**config.mk**
```make
export PLATFORM = sky130hd
export DESIGN_NAME = imcol_front
export DESIGN_NICKNAME = d
export VERILOG_FILES = /design/src/rtl/imcol_pkg.sv /design/src/rtl/imcol_front.sv
export SDC_FILE = /design/constraint.sdc
export NUM_CORES = 1
export LEC_CHECK = 0
export ABC_AREA = 1
export BUFFER_PORTS_ARGS = -buffer_cell sky130_fd_sc_hd__buf_2
export CORE_MARGIN = 3
export CORE_UTILIZATION = 50
export CTS_CLUSTER_DIAMETER = 30
export DETAILED_ROUTE_END_ITERATION = 8
export PLACE_DENSITY = 0.71
export SYNTH_ARGS = -nofsm -noshare
export SYNTH_HDL_FRONTEND = slang
export SYNTH_SLANG_ARGS = --single-unit
```
**constraint.sdc**
```tcl
create_clock -name clock -period 5.05 [get_ports clock]
set_input_delay 0.2525 -clock clock [delete_from_list [all_inputs] [get_ports clock]]
set_output_delay 0.2525 -clock clock [all_outputs]
set_load 0.01 [all_outputs]
```
**src/rtl/imcol_pkg.sv**
```systemverilog
// Shared constants, types and register clamp helpers for the im2col unroller.
package imcol_pkg;

   localparam int STORE_DEPTH  = 4096;
   localparam int WORD_BITS    = 32;
   localparam int ADDR_BITS    = $clog2(STORE_DEPTH);
   localparam int QUEUE_DEPTH  = 4;
   localparam int QPTR_BITS    = $clog2(QUEUE_DEPTH);
   localparam int DIV_STEPS    = 9;

   localparam logic [2:0] CSR_BATCH_COUNT   = 3'd0;
   localparam logic [2:0] CSR_CHANNEL_COUNT = 3'd1;
   localparam logic [2:0] CSR_IMAGE_HEIGHT  = 3'd2;
   localparam logic [2:0] CSR_IMAGE_WIDTH   = 3'd3;
   localparam logic [2:0] CSR_KERNEL_SIDE   = 3'd4;
   localparam logic [2:0] CSR_STEP_SIZE     = 3'd5;
   localparam logic [2:0] CSR_PAD_AMOUNT    = 3'd6;

   typedef enum logic [1:0] {
      OP_LOAD    = 2'd0,
      OP_RESTART = 2'd1,
      OP_FETCH   = 2'd2
   } op_type;

   typedef struct packed {
      op_type                 op;
      logic [ADDR_BITS-1:0]   addr;
      logic [WORD_BITS-1:0]   word;
   } qitem_type;

   typedef struct packed {
      logic [4:0] batch_count;
      logic [6:0] channel_count;
      logic [8:0] image_height;
      logic [8:0] image_width;
      logic [3:0] kernel_side;
      logic [3:0] step_size;
      logic [2:0] pad_amount;
   } cfg_type;

   function automatic logic [4:0] clamp_batch(input logic [4:0] v);
      logic [4:0] r;
      r = v;
      if (v == 5'd0) r = 5'd1;
      else if (v > 5'd16) r = 5'd16;
      return r;
   endfunction

   function automatic logic [6:0] clamp_channel(input logic [6:0] v);
      logic [6:0] r;
      r = v;
      if (v == 7'd0) r = 7'd1;
      else if (v > 7'd64) r = 7'd64;
      return r;
   endfunction

   function automatic logic [8:0] clamp_side(input logic [8:0] v);
      logic [8:0] r;
      r = v;
      if (v == 9'd0) r = 9'd1;
      else if (v > 9'd256) r = 9'd256;
      return r;
   endfunction

   function automatic logic [3:0] clamp_nz4(input logic [3:0] v);
      return (v == 4'd0) ? 4'd1 : v;
   endfunction

endpackage

```
**src/rtl/imcol_front.sv**
```systemverilog
// Request front end: accepts requests, drops unknown opcodes, queues the rest.
module imcol_front import imcol_pkg::*; (
   input  logic        clock,
   input  logic        reset,
   input  logic        req_valid,
   output logic        req_stall,
   input  logic [1:0]  req_opcode,
   input  logic [11:0] req_load_address,
   input  logic [31:0] req_load_word,
   output logic        q_valid,
   output qitem_type   q_item,
   input  logic        q_pop
);

   qitem_type            slot_ff [QUEUE_DEPTH];
   logic [QPTR_BITS-1:0] wr_ptr_ff, wr_ptr_in;
   logic [QPTR_BITS-1:0] rd_ptr_ff, rd_ptr_in;
   logic [QPTR_BITS:0]   count_ff, count_in;
   logic                 known;
   logic                 push;
   qitem_type            item;

   always_comb begin
      case (op_type'(req_opcode))
         OP_LOAD, OP_RESTART, OP_FETCH: known = 1'b1;
         default:                       known = 1'b0;
      endcase
   end

   assign req_stall = (count_ff == (QPTR_BITS+1)'(QUEUE_DEPTH));
   // unknown opcodes are taken off the channel but never queued
   assign push      = req_valid && !req_stall && known;

   assign item.op   = op_type'(req_opcode);
   assign item.addr = ADDR_BITS'(req_load_address);
   assign item.word = WORD_BITS'(req_load_word);

   assign wr_ptr_in = push  ? wr_ptr_ff + 1'b1 : wr_ptr_ff;
   assign rd_ptr_in = q_pop ? rd_ptr_ff + 1'b1 : rd_ptr_ff;
   assign count_in  = count_ff + (QPTR_BITS+1)'(push) - (QPTR_BITS+1)'(q_pop);

   assign q_valid = (count_ff != '0);
   assign q_item  = slot_ff[rd_ptr_ff];

   always_ff @(posedge clock) begin
      if (push) begin
         slot_ff[wr_ptr_ff] <= item;
      end
      if (reset) begin
         wr_ptr_ff <= '0;
         rd_ptr_ff <= '0;
         count_ff  <= '0;
      end else begin
         wr_ptr_ff <= wr_ptr_in;
         rd_ptr_ff <= rd_ptr_in;
         count_ff  <= count_in;
      end
   end

endmodule

```
==> impl_metrics.xml <==
<?xml version="1.0" encoding="UTF-8"?>
<metrics>
  <group name="run_status">
    <metric name="status" unit="">complete, no violations</metric>
  </group>
  <group name="grt">
    <metric name="groute.usage.overall" unit="%">18.2</metric>
    <metric name="wire_length_of_the_first_global_routing_pass" unit="µm">22600</metric>
    <metric name="largest_net_degree_at_the_start_of_global_routing" unit="">93</metric>
    <metric name="grt_pass1_vias" unit="">4399</metric>
    <metric name="globalRouteOverflowTotal" unit="">0</metric>
    <metric name="grt_antenna_before_repair" unit="">2</metric>
  </group>
  <group name="pwr">
    <metric name="max-vdd-ir-drop" unit="V">0.000249</metric>
    <metric name="cellLeakagePower" unit="µW">0.00298</metric>
    <metric name="power.density_cell_area" unit="nW/µm²">432</metric>
  </group>
  <group name="min_path">
    <metric name="holdCritStartpoint" unit="">req_load_word[1]</metric>
    <metric name="hold_end" unit="">slot_ff[2][1]</metric>
    <metric name="hold_path.class" unit="">input port to flip-flop</metric>
    <metric name="hold_path_depth" unit="">1</metric>
  </group>
  <group name="logic_synthesis">
    <metric name="synth_top_flop_cell" unit="">sky130_fd_sc_hd__edfxtp_1</metric>
    <metric name="yosys-top-cells-count" unit="">sky130_fd_sc_hd__edfxtp_1, sky130_fd_sc_hd__nor2_1, sky130_fd_sc_hd__o21ai_0, sky130_fd_sc_hd__o22ai_1, sky130_fd_sc_hd__o21ai_1</metric>
    <metric name="yosysMostFrequentCell" unit="">sky130_fd_sc_hd__edfxtp_1</metric>
    <metric name="synth_seq_cells" unit="">193</metric>
    <metric name="synth_area_per_cell" unit="µm²">14.4</metric>
    <metric name="yosys_warnings" unit="">0</metric>
    <metric name="top_cell_type_s_share_of_synthesized_area" unit="%">75.8</metric>
    <metric name="sequential_fraction_of_the_synthesis_area" unit="%">78.3</metric>
    <metric name="yosysTopAreaCell" unit="">sky130_fd_sc_hd__edfxtp_1</metric>
    <metric name="netlist_top_cells_area" unit="">sky130_fd_sc_hd__edfxtp_1, sky130_fd_sc_hd__nor2_1, sky130_fd_sc_hd__o21ai_0</metric>
    <metric name="synth_edf_count" unit="">184</metric>
    <metric name="post_synth_inst_count" unit="">506</metric>
    <metric name="async_flop_share" unit="%">0</metric>
    <metric name="mappedNetlistNets" unit="">563</metric>
    <metric name="netlist_area" unit="µm²">7290</metric>
    <metric name="synth_cell_types" unit="">20</metric>
  </group>
  <group name="clock_tree">
    <metric name="ctsRootBufferMaster" unit="">sky130_fd_sc_hd__clkbuf_16</metric>
    <metric name="clk_latency" unit="ns">0.42</metric>
    <metric name="cts_made_buffers" unit="">17</metric>
    <metric name="clock_path_buffers" unit="">2</metric>
    <metric name="cts_tree" unit="">built</metric>
    <metric name="htree_num_levels" unit="">4</metric>
    <metric name="clkTransAtPathRegs" unit="ns">0.06</metric>
    <metric name="numClockSinks" unit="">193</metric>
  </group>
  <group name="sta">
    <metric name="max_freq" unit="MHz">319</metric>
    <metric name="final.period_utilization" unit="%">62.0</metric>
    <metric name="fin_setup_tns" unit="ns">0</metric>
    <metric name="hold_violations" unit="">0</metric>
    <metric name="tightestPinTransition" unit="ns">1.08</metric>
    <metric name="final_max_slew_viols" unit="">0</metric>
    <metric name="finalCriticalPeriod" unit="ns">3.13</metric>
    <metric name="setup_viol" unit="">0</metric>
    <metric name="grt_setup_unrepaired" unit="">false</metric>
    <metric name="final.setup_skew" unit="ns">0.00635</metric>
    <metric name="slew_headroom" unit="%">28.0</metric>
  </group>
  <group name="floorplanning">
    <metric name="rows" unit="">43</metric>
    <metric name="die_height" unit="µm">127</metric>
    <metric name="top_level_ports" unit="">98</metric>
    <metric name="initial_core_util" unit="%">51.9</metric>
    <metric name="die_area" unit="µm²">16100</metric>
    <metric name="placeable_core_area" unit="µm²">14000</metric>
    <metric name="die_width" unit="µm">127</metric>
  </group>
  <group name="cells_and_area">
    <metric name="final_layout_size_suffix_gt1_share" unit="%">23.0</metric>
    <metric name="num-fill-cells" unit="">1069</metric>
    <metric name="final_net_count" unit="">658</metric>
    <metric name="area.growth.synth_to_final" unit="%">16.2</metric>
    <metric name="final_cell_count_no_fill" unit="">795</metric>
  </group>
  <group name="drt">
    <metric name="remaining_drc_errors" unit="">0</metric>
    <metric name="ant_nets" unit="">0</metric>
    <metric name="routed_via_density" unit="">5.58</metric>
    <metric name="postRouteWirelength" unit="µm">14500</metric>
    <metric name="dr_total_vias" unit="">4438</metric>
    <metric name="drt-wirelength-per-cell" unit="µm">18.3</metric>
    <metric name="drt-pass1-iter-count" unit="">5</metric>
    <metric name="starting_drt_drc_count" unit="">513</metric>
  </group>
  <group name="worst_setup_path">
    <metric name="rr_endpoint" unit="">slot_ff[2][17]</metric>
    <metric name="reg2reg_slack" unit="ns">2.50</metric>
    <metric name="cp-start-kind" unit="">flip-flop</metric>
    <metric name="reg2reg_from" unit="">count_ff[1]</metric>
    <metric name="r2r.worst_path.cells" unit="">5</metric>
    <metric name="cp_data_arrival_time" unit="ns">2.88</metric>
    <metric name="timing_worst_setup_path_type" unit="">flip-flop to output port</metric>
    <metric name="cp-end-kind" unit="">output port</metric>
    <metric name="critPathMaxFanout" unit="">47</metric>
    <metric name="required_time_at_the_worst_slack_endpoint" unit="ns">4.80</metric>
  </group>
  <group name="job">
    <metric name="drv.max_cap_violation_count" unit="">0</metric>
  </group>
  <group name="placement">
    <metric name="dp.final_hpwl" unit="µm">8410</metric>
    <metric name="placer_congestion_estimate" unit="">0.781</metric>
    <metric name="dp_cells" unit="">761</metric>
    <metric name="placement.io_buffers" unit="">97</metric>
  </group>
</metrics>
## placed cells by master (no fill, tap or decap)
cell type / synthesis / final
sky130_fd_sc_hd__o21ai_1: 34 / 34
sky130_fd_sc_hd__a21oi_2: 1 / 1
sky130_fd_sc_hd__nor2_1: 104 / 100
sky130_fd_sc_hd__clkbuf_1: 11 / 1
sky130_fd_sc_hd__buf_4: 1 / 7
sky130_fd_sc_hd__inv_2: 1 / 1
sky130_fd_sc_hd__clkinv_4: 0 / 4
sky130_fd_sc_hd__a21oi_1: 4 / 4
sky130_fd_sc_hd__o22ai_1: 46 / 46
sky130_fd_sc_hd__clkinvlp_4: 0 / 2
sky130_fd_sc_hd__clkinv_1: 1 / 3
sky130_fd_sc_hd__clkbuf_16: 0 / 17
sky130_fd_sc_hd__o21ai_0: 60 / 60
sky130_fd_sc_hd__bufinv_16: 0 / 2
sky130_fd_sc_hd__edfxtp_1: 184 / 184
sky130_fd_sc_hd__or2_1: 2 / 2
sky130_fd_sc_hd__dlygate4sd3_1: 0 / 1
sky130_fd_sc_hd__diode_2: 0 / 1
sky130_fd_sc_hd__inv_6: 0 / 1
sky130_fd_sc_hd__dfxtp_2: 0 / 2
sky130_fd_sc_hd__ha_1: 6 / 6
sky130_fd_sc_hd__inv_1: 14 / 14
sky130_fd_sc_hd__nor2_4: 0 / 4
sky130_fd_sc_hd__fa_1: 1 / 1
sky130_fd_sc_hd__buf_2: 7 / 97
sky130_fd_sc_hd__clkinv_2: 0 / 3
sky130_fd_sc_hd__nand3_1: 3 / 3
sky130_fd_sc_hd__dfxtp_1: 9 / 7
sky130_fd_sc_hd__nand2_1: 7 / 7
## per-layer routing
metal  wire (µm)  share of wire [%]  GRT usage [%]  up-vias
met5           9              0.062              0        -
met4         352                2.4           7.32        2
met3        1040                7.1           5.60       36
met2        7010                 48           29.1      152
met1        6120                 42           23.5     2179
li1            -                  -              -     2069
## area by class of cell
class	count	area, µm²	area share, %
antenna	1	2.50	0.0295
clock buffer	18	429	5.07
clock inverter	14	141	1.67
inverter	16	60.1	0.709
multi-input combinational	268	1360	16.0
sequential	193	5710	67.4
tap	180	225	2.66
timing repair buffer	105	548	6.47
## flip-flops by register name, summed over array words and instances (netlist names), named ones only
signal     count
count_ff       3
wr_ptr_ff      2
slot_ff      184
rd_ptr_ff      2
## critical path, cell delays in order (launching register included)
cell	delay, ns
sky130_fd_sc_hd__dfxtp_2	0.91
sky130_fd_sc_hd__clkinv_1	0.66
sky130_fd_sc_hd__buf_4	0.46
sky130_fd_sc_hd__o21ai_0	0.13
sky130_fd_sc_hd__o22ai_1	0.12
sky130_fd_sc_hd__buf_2	0.16
## metrics by stage
step	utilization [%]	cell area, µm²	power, µW	setup slack [ns]	hold WS, ns
floorplan	-	7290	2230	1.96	0.319
global route	60.3	8470	3810	1.66	0.0308
CTS	60.3	8470	3690	1.82	0.0196
global placement	56.2	7890	2400	2.35	0.413
finish	60.3	8470	3660	1.92	0.0411
detailed placement	56.2	7890	2420	2.31	0.429
## worst max-delay path by stage
stage	from	endpoint	slack (ns)	cells past startpoint
detailed placement	flip-flop	q_item[36]	2.31	5
global route	flip-flop	q_item[1]	1.66	5
CTS	flip-flop	q_item[36]	1.82	5
floorplan	count_ff[1]	slot_ff[0][0]	1.96	4
global placement	flip-flop	q_item[1]	2.35	5
finish	flip-flop	q_item[9]	1.92	5
## cells by family after synthesis
family,share of synthesized area [%]
fa+ha+maj,1.30
flops,78.3
buf+inv,3.52
compound gates,10.8
simple gates,6.09
## where the power goes
group	switching, µW	internal, µW
combinational	295	146
clock	552	727
sequential	42.9	1890
total	890	2770
## repair_timing
action / CTS / global route
hold buffers: 1 / 0
buffers inserted: 0 / 0
resized for setup: 0 / 0
endpoints found under the setup margin: 0 / 0
endpoints found under the hold margin: 1 / 0
(Power assumes the default switching activity.)
